File: config.mk
export PLATFORM = sky130hd
export DESIGN_NAME = ln_divider
export DESIGN_NICKNAME = d
export VERILOG_FILES = /design/src/rtl/core/ln_pkg.sv /design/src/rtl/core/ln_divider.sv
export SDC_FILE = /design/constraint.sdc
export NUM_CORES = 1
export LEC_CHECK = 0
export ABC_AREA = 1
export BUFFER_PORTS_ARGS = -buffer_cell sky130_fd_sc_hd__buf_2
export CAP_MARGIN = 25
export CORE_ASPECT_RATIO = 1.4
export CORE_MARGIN = 1
export CORE_UTILIZATION = 50
export CTS_CLUSTER_DIAMETER = 150
export CTS_CLUSTER_SIZE = 20
export DETAILED_ROUTE_END_ITERATION = 8
export HOLD_SLACK_MARGIN = 0.08
export PLACE_DENSITY_LB_ADDON = 0.05
export SYNTH_ARGS = -nofsm -noshare
export SYNTH_HDL_FRONTEND = slang
export SYNTH_SLANG_ARGS = --single-unit
File: constraint.sdc
create_clock -name clk -period 1.8 [get_ports clk]
set_clock_uncertainty 0.05 [all_clocks]
set_input_delay 0.54 -clock clk [delete_from_list [all_inputs] [get_ports clk]]
set_output_delay 0.54 -clock clk [all_outputs]
set_load 0.1 [all_outputs]
File: src/rtl/core/ln_pkg.sv
package ln_pkg;

    localparam int DATA_W        = 16;
    localparam int DIVIDEND_W    = 57;
    localparam int DIVISOR_W     = 34;
    localparam int ROOT_W        = 29;

    localparam logic [1:0] CMD_GAIN   = 2'd0;
    localparam logic [1:0] CMD_OFFSET = 2'd1;
    localparam logic [1:0] CMD_SAMPLE = 2'd2;

    localparam logic [1:0] REG_DEPTH  = 2'd0;
    localparam logic [1:0] REG_EPS    = 2'd1;

    localparam logic signed [DATA_W-1:0] GAIN_ONE    = 16'sd256;
    localparam logic signed [DATA_W-1:0] OFFSET_ZERO = 16'sd0;
    localparam logic [ROOT_W-1:0]        INV_SAT     = 29'h1000_0000;
    localparam logic [6:0]               DEPTH_RESET = 7'd64;
    localparam logic [15:0]              EPS_RESET   = 16'd1;

    typedef enum logic [3:0] {
        ST_IDLE,
        ST_SUM,
        ST_MEAN_GO,
        ST_MEAN_WAIT,
        ST_SQ,
        ST_VAR_GO,
        ST_VAR_WAIT,
        ST_RECIP_GO,
        ST_RECIP_WAIT,
        ST_SQRT_GO,
        ST_SQRT_WAIT,
        ST_EMIT_RD,
        ST_EMIT_MUL1,
        ST_EMIT_MUL2,
        ST_EMIT_OUT
    } state_t;

endpackage

File: src/rtl/core/ln_divider.sv
module ln_divider (
    input  logic                             clk,
    input  logic                             rst_n,
    input  logic                             go,
    input  logic [ln_pkg::DIVIDEND_W-1:0]    dividend,
    input  logic [ln_pkg::DIVISOR_W-1:0]     divisor,
    output logic                             done,
    output logic [ln_pkg::DIVIDEND_W-1:0]    quotient
);

    localparam int CNT_W = $clog2(ln_pkg::DIVIDEND_W + 1);

    logic [CNT_W-1:0]                  cnt_reg;
    logic                              done_reg;
    logic [ln_pkg::DIVIDEND_W-1:0]     quo_reg;
    logic [ln_pkg::DIVISOR_W-1:0]      rem_reg;
    logic [ln_pkg::DIVISOR_W-1:0]      dsr_reg;
    logic [ln_pkg::DIVISOR_W:0]        shifted;
    logic [ln_pkg::DIVISOR_W:0]        diff;
    logic                              ge;

    // one restoring step: bring down the next dividend bit
    assign shifted = {rem_reg, quo_reg[ln_pkg::DIVIDEND_W-1]};
    assign diff    = shifted - {1'b0, dsr_reg};
    assign ge      = (shifted >= {1'b0, dsr_reg});

    always_ff @(posedge clk or negedge rst_n)
    begin
        if (!rst_n)
        begin
            cnt_reg  <= '0;
            done_reg <= 1'b0;
        end
        else
        begin
            done_reg <= 1'b0;
            if (go)
            begin
                cnt_reg <= CNT_W'(ln_pkg::DIVIDEND_W);
            end
            else if (cnt_reg != '0)
            begin
                cnt_reg <= cnt_reg - 1'b1;
                if (cnt_reg == CNT_W'(1))
                begin
                    done_reg <= 1'b1;
                end
            end
        end
    end

    always_ff @(posedge clk)
    begin
        if (go)
        begin
            quo_reg <= dividend;
            rem_reg <= '0;
            dsr_reg <= divisor;
        end
        else if (cnt_reg != '0)
        begin
            quo_reg <= {quo_reg[ln_pkg::DIVIDEND_W-2:0], ge};
            rem_reg <= ge ? diff[ln_pkg::DIVISOR_W-1:0] : shifted[ln_pkg::DIVISOR_W-1:0];
        end
    end

    assign done     = done_reg;
    assign quotient = quo_reg;

endmodule

Word level (Yosys, flattened, before mapping)
Cells that the tools add are included.
{"block": "totals", "latchBits": 0, "output_inout_bits": 58, "inputBits": 94, "ff_bits": 132, "romBits": 0, "word_cells": 19, "ramBits": 0, "memories": 0}
{"block": "op_classes", "magnitude_cmp": 1, "n_eq_ne": 1, "n_addsub": 2, "div": 0, "multipliers": 0, "muxes": 8, "n_shift": 0, "n_reduce_logical": 2, "bitwise_logic": 0}
{"cell": "$mux W57", "n": 2}
{"cell": "$ge A35 B34 Y1", "n": 1}
{"cell": "$mux W34", "n": 1}
{"cell": "$sub A34 B34 Y34", "n": 1}
{"cell": "$mux W6", "n": 2}
{"cell": "$eq A6 B1 Y1 const B", "n": 1}
{"cell": "$reduce_bool A6 Y1", "n": 1}
{"cell": "$sub A6 B1 Y6 const B", "n": 1}
{"cell": "$mux W1", "n": 3}
{"cell": "$reduce_bool A2 Y1", "n": 1}

Logic depth before layout (Yosys ltp)
{"block": "depth", "word_depth": 4, "mapped_depth": 17, "mapped_depth_nobuf": 17}

Least setup slack after synthesis
No wires, ideal clock.
{"block": "synth_path", "path_type": "reg-to-reg", "start": "register quo_reg, in the netlist quotient[56]", "end": "register rem_reg[32] (netlist name)", "arrival_time_ps": 2459, "period_less_slack_ps": 2622, "slack_ps": -822, "path_stages_with_launch": 18, "setup_ps": 113, "n_path_buf": 0, "cell_sequence": "edfxtp_1 inv_1 ha_1 inv_1 fa_1 nand3_1 nand3_1 nand2_1 nand2_1 nand2_1 nand2_1 nand2_1 nand2_1 nand2_1 nand2_1 nand2_1 nand3_1 nand2_1"}
{"block": "synth_via", "elab_chain_cells": 2, "word_cells_on_any_way": 3}
{"item": "start: declaration", "line_no": "ln_divider.sv:15", "text": "logic [ln_pkg::DIVIDEND_W-1:0] quo_reg;"}
{"item": "start signal: assignment", "line_no": "ln_divider.sv:56", "text": "quo_reg <= dividend;"}
{"item": "start signal: assignment", "line_no": "ln_divider.sv:62", "text": "quo_reg <= {quo_reg[ln_pkg::DIVIDEND_W-2:0], ge};"}
{"item": "$sub A34 B34 Y34 / $ge A35 B34 Y1 (equally long branches)", "line_no": "ln_divider.sv:24, ln_divider.sv:25"}
{"item": "$mux W34 *", "line_no": "ln_divider.sv:63", "text": "rem_reg <= ge ? diff[ln_pkg::DIVISOR_W-1:0] : shifted[ln_pkg::DIVISOR_W-1:0];"}
{"item": "end signal: assignment", "line_no": "ln_divider.sv:63"}
{"item": "end: declaration", "line_no": "ln_divider.sv:16", "text": "logic [ln_pkg::DIVISOR_W-1:0] rem_reg;"}
Every way passes the cells marked *; elsewhere a longest branch is shown, timed or not.
A chain may end at the register's enable or synchronous reset.

Final worst setup path
{"block": "layout_path", "start": "register dsr_reg[3] (netlist name)", "end": "register rem_reg[9] (netlist name)"}
{"block": "layout_via", "elab_chain_cells": 2, "word_cells_on_any_way": 3}
{"item": "start: declaration", "line_no": "ln_divider.sv:17", "text": "logic [ln_pkg::DIVISOR_W-1:0] dsr_reg;"}
{"item": "start signal: assignment", "line_no": "ln_divider.sv:58", "text": "dsr_reg <= divisor;"}
{"item": "$sub A34 B34 Y34 / $ge A35 B34 Y1 (equally long branches)", "line_no": "ln_divider.sv:24, ln_divider.sv:25"}
{"item": "$mux W34 *", "line_no": "ln_divider.sv:63"}
Marks and branches as above.

==> impl_results.md <==
* Nets at approximately 1.6k
* Worst-Skew Late Latency at approximately 430 ps
* CTS tree: yes
* Worst-margin pin slew at a little under 500 ps
* Hold EP: dsr_reg[27]
* Status: complete, but fails checks
* Die height at about 150 µm
* Ys async rst share at 0.0530
* Clock sinks at 132
* Initial core utilization at 0.515
* ANT nets after route at 0
* Worst path required time at about 2100 ps
* First DRT Iteration DRCs at about 470
* Post-synthesis instance total at around 1.1k
* Total CTS buffers at 17
* Crit path largest cell delay at around 360 ps
* Setup slack, reg-to-reg at -350 ps
* Grt total ovfl at 0
* Critical Path Slowest Stage Cell: edfxtp_1
* Fin crit period at between 2000 and 2500 ps
* Startpoint types: flip-flop
* LEAKAGE at approximately 6.5 nW
* Reg2Reg Depth at 15
* Vias in the first global route at ~8.2k
* Die width at roughly 110 µm
* CP Max Fanout at 5
* PD cells at roughly 1400 mW/mm²
* Top-count cell post-synth: nand2_1
* Root Buffer: clkbuf_16
* All-Layer GR Usage at 0.295
* Post-synthesis register bit count at about 130
* Antenna violations before repair at 0
* Share of the yosys chip area belonging to registers at 0.442
* Gp weighted congestion at 0.927
* Core area at roughly 0.016 mm²
* Count of pins over their slew limit at 0
* Reg clk slew, reported paths at roughly 60 ps
* Worst setup EP type: flip-flop
* Setup Crit Path Kind: reg2reg
* R2R Path End: rem_reg[9]
* Dpl ws at -435 ps
* Library cells used by synthesis at 39
* Synth top area cells: edfxtp_1, nand2_1, dfxtp_1
* Crit-path cells: inv_1 > ha_4 > nand2_2 > inv_2 > buf_4 > nand2_1 > nand2_1 > nand2_1 > nand3b_1 > buf_4 > buf_4 > xnor2_1 > nand2_2 > nand3_1 > o21ai_1
* First-pass GRT wire length at between 30000 and 40000 µm
* Final period util at 1.19
* Top FF cell, synth: edfxtp_1
* Fmax achieved at approximately 470 MHz
* Top Ports at 152
* # DRC at 0
* Syn Area/Cell at 7.30 µm²
* # setup viols final at 93
* Post-synth EDFFs at ~90
* Wire per inst at about 15 µm
* Slew HR at 0.680
* Die ar. at about 0.017 mm²
* Std-Cell Rows at 54
* Share of layout cells above drive strength 1 at 0.401
* Vias per cell at a little over 5
* WHS Path Cells at 1
* Fin worst setup slack at -348 ps
* Max reg flops at 57
* WL final at approximately 25000 µm
* Commonest cells post-synth: nand2_1, inv_1, edfxtp_1
* Reg-to-reg startpoint: dsr_reg[3]
* Yosys top cell area share at 0.337
* Hold_sp: divisor[27]
* Worst Hold Class: in2reg
* Pre-antenna DRT Iters at 5
* Post-DP HPWL at between 15000 and 20000 µm
* Hold Violations, Final at 0
* Syn Nets at 1242
* Clk buf depth at 2
* Cell Area, Synth at between 0.008 and 0.009 mm²
* Via Count at 8361
* Ant. Diodes at 0
* CP arrival at 2420 ps
* H-tree levels at 4
* PortBufs at ~150
* Largest net degree at the start of global routing at 50
* Max Cap Viol at 0
* Failing checks: negative setup slack
* Yosys warns at 0
* Post-synth top area cell: edfxtp_1
* Hold slack at about 230 ps
* Peak VDD IR at 0.000814 V
* Total power at 17.4 mW
* RSZ-0062 raised after global routing: yes
* Layout Area Growth over Synthesis at 55.4%
==> final cells by class <==
type                            instances  area [µm²]
Clock buffer                           17         425
Clock inverter                         15         143
Fill cell                            1050        3140
Inverter                              181         696
Multi-Input combinational cell        770        4770
Sequential cell                       132        3590
Tap cell                              196         245
Timing Repair Buffer                  335        2730
Timing Repair inverter                  1        11.3
==> worst max-delay path by stage <==
stage,startpoint,to,slack [ps]
after global placement,dsr_reg[20],rem_reg[29],-440
after CTS,dsr_reg[20],rem_reg[17],-260
after global routing,dsr_reg[3],rem_reg[9],-450
after floorplan,quotient[56],rem_reg[32],-650
after detailed placement,dsr_reg[26],rem_reg[28],-440
final,dsr_reg[3],rem_reg[9],-350
==> cell families after synthesis <==
kind of cell | share of synthesized area
xor gates and xnor gates | 0.0194
and+or+nand+nor | 0.337
adders and majority gates | 0.0580
buffers and inverters | 0.104
DFF | 0.442
AOI/OAI and AO/OA | 0.0392
==> layer usage <==
metal	up-vias	share of wire	track usage	routed length, µm
met5	-	0	0	0
met4	0	0.040	0.121	1010
met3	78	0.056	0.0706	1410
met2	292	0.54	0.546	13500
met1	3869	0.37	0.310	9270
li1	4122	-	-	-
==> cells in the final DEF, fill, tap and decap left out, types with 28 or more instances in the layout <==
cell,count
buf_4,202
nand2_2,60
inv_1,157
nand2_1,404
buf_2,93
ha_4,32
nand3_1,49
edfxtp_1,91
nand2_4,28
dfxtp_1,34
nor2_1,30
==> report_power, final <==
group | switching, mW | internal [mW] | leakage (nW)
registers | 0.400 | 3.75 | 1.32
logic | 5.52 | 4.30 | 4.92
clock network | 1.51 | 1.93 | 0.273
total | 7.43 | 9.98 | 6.51
==> worst max-delay path: cells and delay by family, from the launching register on <==
kind	cells	cell delay, ps
AND/OR/NAND/NOR	7	580
AO/OA/AOI/OAI	1	70
buffers and inverters	5	580
XOR/XNOR	1	170
flip-flops	1	360
adder cells (fa/ha/maj)	1	220
==> metrics by stage <==
stage                     setup TNS [ps]   util  area, µm²  instances
after floorplan                   -21920      -       8180       1111
after global placement            -17150  0.650      10200       1574
after detailed placement          -16910  0.650      10200       1574
after CTS                         -14210  0.758      11900       1633
after global routing              -24400  0.801      12600       1647
final                             -19120  0.801      12600       1647
==> what timing repair did <==
item	CTS	global route
resized for setup	186	133
buffers inserted	19	13
cloned	7	5
pin swaps	21	33
setup endpoints to repair	147	97
hold endpoints to repair	7	0
hold buffers	1	0
(Power assumes the default switching activity.)
