==> config.mk <==
export PLATFORM = sky130hd
export DESIGN_NAME = ln_isqrt
export DESIGN_NICKNAME = d
export VERILOG_FILES = /design/src/rtl/core/ln_pkg.sv /design/src/rtl/core/ln_isqrt.sv
export SDC_FILE = /design/constraint.sdc
export NUM_CORES = 1
export LEC_CHECK = 0
export BUFFER_PORTS_ARGS = -buffer_cell sky130_fd_sc_hd__buf_2
export CORE_MARGIN = 10
export CORE_UTILIZATION = 60
export CTS_BUF_LIST = sky130_fd_sc_hd__clkbuf_4 sky130_fd_sc_hd__clkbuf_8
export CTS_CLUSTER_DIAMETER = 200
export DETAILED_ROUTE_END_ITERATION = 6
export PLACE_DENSITY = 0.82
export SYNTH_ARGS = -nofsm -noshare
export SYNTH_HDL_FRONTEND = slang
export SYNTH_SLANG_ARGS = --single-unit
==> constraint.sdc <==
create_clock -name clk -period 4.6 [get_ports clk]
set_clock_uncertainty 0.1 [all_clocks]
set_input_delay 0.23 -clock clk [delete_from_list [all_inputs] [get_ports clk]]
set_output_delay 0.23 -clock clk [all_outputs]
set_load 0.02 [all_outputs]
==> src/rtl/core/ln_pkg.sv <==
package ln_pkg;

    localparam int DATA_W        = 16;
    localparam int DIVIDEND_W    = 57;
    localparam int DIVISOR_W     = 34;
    localparam int ROOT_W        = 29;

    localparam logic [1:0] CMD_GAIN   = 2'd0;
    localparam logic [1:0] CMD_OFFSET = 2'd1;
    localparam logic [1:0] CMD_SAMPLE = 2'd2;

    localparam logic [1:0] REG_DEPTH  = 2'd0;
    localparam logic [1:0] REG_EPS    = 2'd1;

    localparam logic signed [DATA_W-1:0] GAIN_ONE    = 16'sd256;
    localparam logic signed [DATA_W-1:0] OFFSET_ZERO = 16'sd0;
    localparam logic [ROOT_W-1:0]        INV_SAT     = 29'h1000_0000;
    localparam logic [6:0]               DEPTH_RESET = 7'd64;
    localparam logic [15:0]              EPS_RESET   = 16'd1;

    typedef enum logic [3:0] {
        ST_IDLE,
        ST_SUM,
        ST_MEAN_GO,
        ST_MEAN_WAIT,
        ST_SQ,
        ST_VAR_GO,
        ST_VAR_WAIT,
        ST_RECIP_GO,
        ST_RECIP_WAIT,
        ST_SQRT_GO,
        ST_SQRT_WAIT,
        ST_EMIT_RD,
        ST_EMIT_MUL1,
        ST_EMIT_MUL2,
        ST_EMIT_OUT
    } state_t;

endpackage

==> src/rtl/core/ln_isqrt.sv <==
module ln_isqrt (
    input  logic                          clk,
    input  logic                          rst_n,
    input  logic                          go,
    input  logic [ln_pkg::DIVIDEND_W-1:0] radicand,
    output logic                          done,
    output logic [ln_pkg::ROOT_W-1:0]     root
);

    localparam int RAD_W = 2 * ln_pkg::ROOT_W;
    localparam int REM_W = ln_pkg::ROOT_W + 2;
    localparam int CNT_W = $clog2(ln_pkg::ROOT_W + 1);

    logic [CNT_W-1:0]              cnt_reg;
    logic                          done_reg;
    logic [RAD_W-1:0]              rad_reg;
    logic [REM_W-1:0]              rem_reg;
    logic [ln_pkg::ROOT_W-1:0]     root_reg;
    logic [REM_W+1:0]              rem_s;
    logic [REM_W+1:0]              trial;
    logic                          ge;

    // one root bit per step, two radicand bits brought down
    assign rem_s = {rem_reg, rad_reg[RAD_W-1 -: 2]};
    assign trial = {1'b0, root_reg, 2'b01};
    assign ge    = (rem_s >= trial);

    always_ff @(posedge clk or negedge rst_n)
    begin
        if (!rst_n)
        begin
            cnt_reg  <= '0;
            done_reg <= 1'b0;
        end
        else
        begin
            done_reg <= 1'b0;
            if (go)
            begin
                cnt_reg <= CNT_W'(ln_pkg::ROOT_W);
            end
            else if (cnt_reg != '0)
            begin
                cnt_reg <= cnt_reg - 1'b1;
                if (cnt_reg == CNT_W'(1))
                begin
                    done_reg <= 1'b1;
                end
            end
        end
    end

    always_ff @(posedge clk)
    begin
        if (go)
        begin
            rad_reg  <= RAD_W'(radicand);
            rem_reg  <= '0;
            root_reg <= '0;
        end
        else if (cnt_reg != '0)
        begin
            rad_reg  <= {rad_reg[RAD_W-3:0], 2'b00};
            rem_reg  <= ge ? REM_W'(rem_s - trial) : REM_W'(rem_s);
            root_reg <= {root_reg[ln_pkg::ROOT_W-2:0], ge};
        end
    end

    assign done = done_reg;
    assign root = root_reg;

endmodule

==> After elaboration in Yosys (flattened, before gate mapping) <==
Index checks and enable logic that the tools add are counted.
{ "totals": {"wordCells": 20, "ff_bits": 124} }
{ "classes": {"n_lt_le_gt_ge": 1, "n_addsub": 2, "n_eq_ne": 1, "n_mux": 8, "n_reduce_logical": 2} }
{ "op_table": {"columns": ["operator", "n"], "rows": [
  ["57-bit 2-to-1 mux", 2],
  ["33-bit by 31-bit greater-or-equal comparator with 1-bit output", 1],
  ["31-bit 2-to-1 mux", 1],
  ["31-bit subtractor", 1],
  ["5-bit 2-to-1 mux", 2],
  ["5-bit by 1-bit == test with 1-bit output, second input constant", 1],
  ["5-bit nonzero test", 1],
  ["5-bit by 1-bit subtractor with 5-bit output, second input constant", 1],
  ["1-bit 2-to-1 mux", 3],
  ["2-bit nonzero test", 1]
]} }

==> Longest topological paths before layout <==
{ "logic_depth": {"ltp_word": 4, "ltp_mapped": 13, "ltp_nobuf": 10} }

==> Worst setup path before layout <==
OpenSTA, ideal clock, no wires.
{ "synth_timing": {"kind": "reg2reg", "startpoint": "register cnt_reg[0]", "endpoint": "register rad_reg[0] (enable)", "slack_ps": 1459, "t_arrival_ps": 2398, "path_stages_with_launch": 7, "t_required_ps": 3856, "n_path_buf": 2, "path_cell_list": "dfrtp_1 -> inv_1 -> ha_1 -> and2_1 -> clkbuf_1 -> buf_1 -> nand2_1"} }
{ "synth_between": {"elab_chain_cells": 2} }
{ "synth_rtl": {"columns": ["element", "line", "source"], "rows": [
  ["start, declared", "ln_isqrt.sv:14", "logic [CNT_W-1:0] cnt_reg;"],
  ["start signal, assigned", "ln_isqrt.sv:40", "cnt_reg <= CNT_W'(ln_pkg::ROOT_W);"],
  ["start signal, assigned", "ln_isqrt.sv:44", "cnt_reg <= cnt_reg - 1'b1;"],
  ["5-bit nonzero test", "ln_isqrt.sv:61", "else if (cnt_reg != '0)"],
  ["2-bit nonzero test (no source line)", null, null],
  ["end signal, assigned", "ln_isqrt.sv:57", "rad_reg <= RAD_W'(radicand);"],
  ["end signal, assigned", "ln_isqrt.sv:63", "rad_reg <= {rad_reg[RAD_W-3:0], 2'b00};"],
  ["end, declared", "ln_isqrt.sv:16", "logic [RAD_W-1:0] rad_reg;"]
]} }
Every way passes these cells.
A chain may end at the register's enable or synchronous reset.

==> Worst setup path after layout <==
{ "layout_timing": {"startpoint": "register root_reg, in the netlist root[1]", "endpoint": "register rem_reg[14]"} }
{ "layout_between": {"elab_chain_cells": 2, "elab_cells_between_ends": 3, "classes_between": "add/sub (1); order compare (1); mux (1)"} }
{ "layout_rtl": {"columns": ["element", "line", "source"], "rows": [
  ["start, declared", "ln_isqrt.sv:18", "logic [ln_pkg::ROOT_W-1:0] root_reg;"],
  ["start signal, assigned", "ln_isqrt.sv:65", "root_reg <= {root_reg[ln_pkg::ROOT_W-2:0], ge};"],
  ["31-bit subtractor / 33-bit by 31-bit greater-or-equal comparator with 1-bit output (equally long branches)", "ln_isqrt.sv:64, ln_isqrt.sv:26", null],
  ["31-bit 2-to-1 mux *", "ln_isqrt.sv:64", "rem_reg <= ge ? REM_W'(rem_s - trial) : REM_W'(rem_s);"],
  ["end signal, assigned", "ln_isqrt.sv:64", null],
  ["end, declared", "ln_isqrt.sv:17", "logic [REM_W-1:0] rem_reg;"]
]} }
Every way passes the cells marked *; elsewhere a longest branch is shown, timed or not.

==> out/results.tsv <==
stage	metric	value	unit
timing	worst-margin pin slew	764	ps
clocking	post-cts hold buffer count	58	
die	die width	128	µm
cells_and_area	synthesis-to-finish area growth	20.4	%
critical_path	Arr. time, crit path	3530	ps
power_and_ir_drop	PwrDens	590	nW/µm²
clocking	Clk Latency, worst-skew pair	470	ps
routing	number of DRC markers in iteration 0	583	
critical_path	R2R setup slack	1310	ps
clocking	post-CTS setup buffer count	0	
clocking	CTS max path bufs	2	
synthesis	synth top area cells	edfxtp_1, dfxtp_1, mux2_2, nand2_1, ha_1	
timing	relative slew slack	49.1	%
grt	number of global-route vias before repair	6221	
critical_path	WP data required	4840	ps
critical_path	R2R cell count	10	
cells_and_area	max reg flops	58	
placed_design	dpl hpwl	11500	µm
timing	final hold violations	0	
status	status	completed	
placed_design	global placer's final weighted congestion	0.949	
synthesis	dominant synthesized flop cell	dfxtp_1	
clocking	H-tree depth	4	
critical_path	CP Class	reg -> reg	
synthesis	warnings from Yosys	0	
routing	drt total wl	19700	µm
synthesis	syn_nets	846	
die	row cnt	39	
routing	routed len/inst	19.1	µm
cells_and_area	Sequential Area	3080	µm²
critical_path	CP max FO	38	
cells_and_area	layout cells sized above 1	22.1	%
die	die area	16400	µm²
clocking	CTS tree	yes	
power_and_ir_drop	maximum VDD drop	445	µV
clocking	clock tree sinks	124	
synthesis	FFs w/ async S/R, synth	4.84	%
cells_and_area	antenna diode count	0	
die	Die H	128	µm
placed_design	number of port buffers	89	
routing	via count	6148	
synthesis	area leader, netlist	edfxtp_1	
synthesis	Post-Synthesis Cell Area	7030	µm²
routing	DRT antenna net count	0	
cells_and_area	design area	8460	µm²
routing	Avg Vias per Cell	5.95	
critical_path	CP endpoint	rem_reg[14]$_SDFFE_PP0P_	
clocking	clk root buf	clkbuf_8	
timing	Setup TNS Final	0	ps
critical_path	crit path capture type	flip-flop	
routing	drt first pass iters	5	
synthesis	register bit total from synthesis	124	
clocking	# resized after CTS	0	
grt	Total GRT Usage	24.2	%
timing	post-layout min period	3290	ps
job	number of max-cap violations	0	
grt	largest net degree at the start of global routing	67	
timing	period utilisation layout	71.4	%
critical_path	Critical Path Source	root[1]$_SDFFE_PP0P_	
cells_and_area	multi-input logic area	3550	µm²
critical_path	RR Startpoint	root[1]$_SDFFE_PP0P_	
synthesis	Mapped Cells	752	
timing	RSZ-0062 raised after global routing	no	
power_and_ir_drop	LEAKAGE	3.51	nW
synthesis	top-count cell post-synth	nand2_1	
grt	gr ovfl total	0	
critical_path	Reg2Reg Capture Point	rem_reg[14]$_SDFFE_PP0P_	
synthesis	count of different cell masters after synthesis	66	
die	total core area	11500	µm²
die	Ports	90	
die	initial core utilization	61.3	%
synthesis	Synth top cells by count	nand2_1, a21oi_1, dfxtp_1	
routing	Post-route DRC	0	
grt	initial antenna violation count	0	
synthesis	Avg Inst Size Synth	9.35	µm²
cells_and_area	Total Nets Final	972	
timing	Fmax	0.304	GHz
placed_design	area post-placement	7470	µm²
synthesis	area share of the largest cell type after synthesis	24.4	%
synthesis	Post-synth EDFFs	57	
cells_and_area	fillers	758	
critical_path	Setup crit start kind	flip-flop	
synthesis	Seq/Total Area, Yosys	43.9	%
grt	first-pass GRT wire length	32100	µm
min_path	worst min path class	in -> async	
clocking	cts bufs inserted	17	
timing	Setup Viol. Count Final	0	
timing	fin. max-slew vios	0	
clocking	Worst-path clk slew	80	ps
[metrics by stage]
| stage | total power [mW] | hold slack, ps | setup WS, ps | cells | utilization [%] |
|---|---|---|---|---|---|
| final | 4.99 | 22.7 | 1310 | 1033 | 73.8 |
| after floorplan | 3.43 | -166 | 1460 | 752 | - |
| after global placement | 3.76 | -44.4 | 1580 | 944 | 65.1 |
| after CTS | 4.90 | 18.3 | 1400 | 1033 | 73.8 |
| after global routing | 5.33 | 8.54 | 1140 | 1033 | 73.8 |
| after detailed placement | 3.82 | -43.4 | 1450 | 944 | 65.1 |
[cell families (layout without fill, tap and decap cells)]
group / after synthesis / after routing / share of synthesized area, %
DFF: 124 / 124 / 43.9
AOI/OAI and AO/OA: 169 / 169 / 15.8
buffers and inverters: 90 / 228 / 5.66
and+or+nand+nor: 251 / 251 / 16.1
xor gates and xnor gates: 26 / 26 / 3.24
adders and majority gates: 34 / 34 / 6.05
muxes: 58 / 58 / 9.24
[layout make-up]
class,count,area share (%)
clock buffers,18,2.85
inverters,46,2.04
well taps,143,2.11
repair buffers,151,12.5
multi-input cells,538,42.0
flip-flops and latches,124,36.4
clock inverters,13,2.05
[how the worst min path moves through the flow]
stage	endpoint	slack [ps]	cells past startpoint
finish	cnt_reg[1]$_DFFE_PN0P_	20	2
global route	cnt_reg[1]$_DFFE_PN0P_	9	2
CTS	cnt_reg[1]$_DFFE_PN0P_	20	2
detailed placement	cnt_reg[0]$_DFFE_PN0P_	-40	1
global placement	done$_DFF_PN0_	-40	1
floorplan	cnt_reg[0]$_DFFE_PN0P_	-170	0
[routing by layer]
metal	track usage [%]	wire [µm]
met2	41.3	10000
met4	11.7	664
met1	26.8	7670
met3	7.03	1350
met5	0	0
[where the power goes]
part	leakage [nW]	total, mW	switching [mW]	internal, mW
sequential	1.17	1.46	0.123	1.34
combinational	2.13	2.49	1.45	1.03
clock	0.206	1.05	0.460	0.588
total	3.51	4.99	2.04	2.96
[worst max-delay path, stage by stage, from the launching register on]
cell,delay (ps)
dfxtp_1,390
inv_1,90
ha_1,380
nor3_1,280
a2111oi_2,120
o21ai_1,270
a21oi_1,120
or3_4,580
inv_2,420
nand2_1,90
a311oi_1,300
[layout by cell type (no fill, tap or decap), types with 5 or more instances in the layout]
cell / netlist / layout
a211oi_1: 11 / 11
dlygate4sd3_1: 0 / 58
nor2_1: 48 / 48
nand4_1: 6 / 6
dfxtp_1: 61 / 61
nor4b_1: 5 / 5
inv_1: 44 / 44
mux2_2: 55 / 55
a21o_1: 7 / 7
o21ai_0: 22 / 22
clkinv_1: 1 / 5
buf_2: 8 / 88
nand3_1: 10 / 10
edfxtp_1: 57 / 57
a311oi_1: 14 / 14
dfrtp_1: 6 / 6
a21oi_1: 75 / 75
buf_4: 2 / 5
clkbuf_8: 0 / 17
a31oi_1: 8 / 8
or3_1: 6 / 6
nand2_1: 134 / 132
nor3_1: 10 / 10
xor2_1: 7 / 7
nor2b_1: 5 / 5
ha_1: 34 / 34
xnor2_1: 19 / 19
Power figures use the tool's default switching activity.
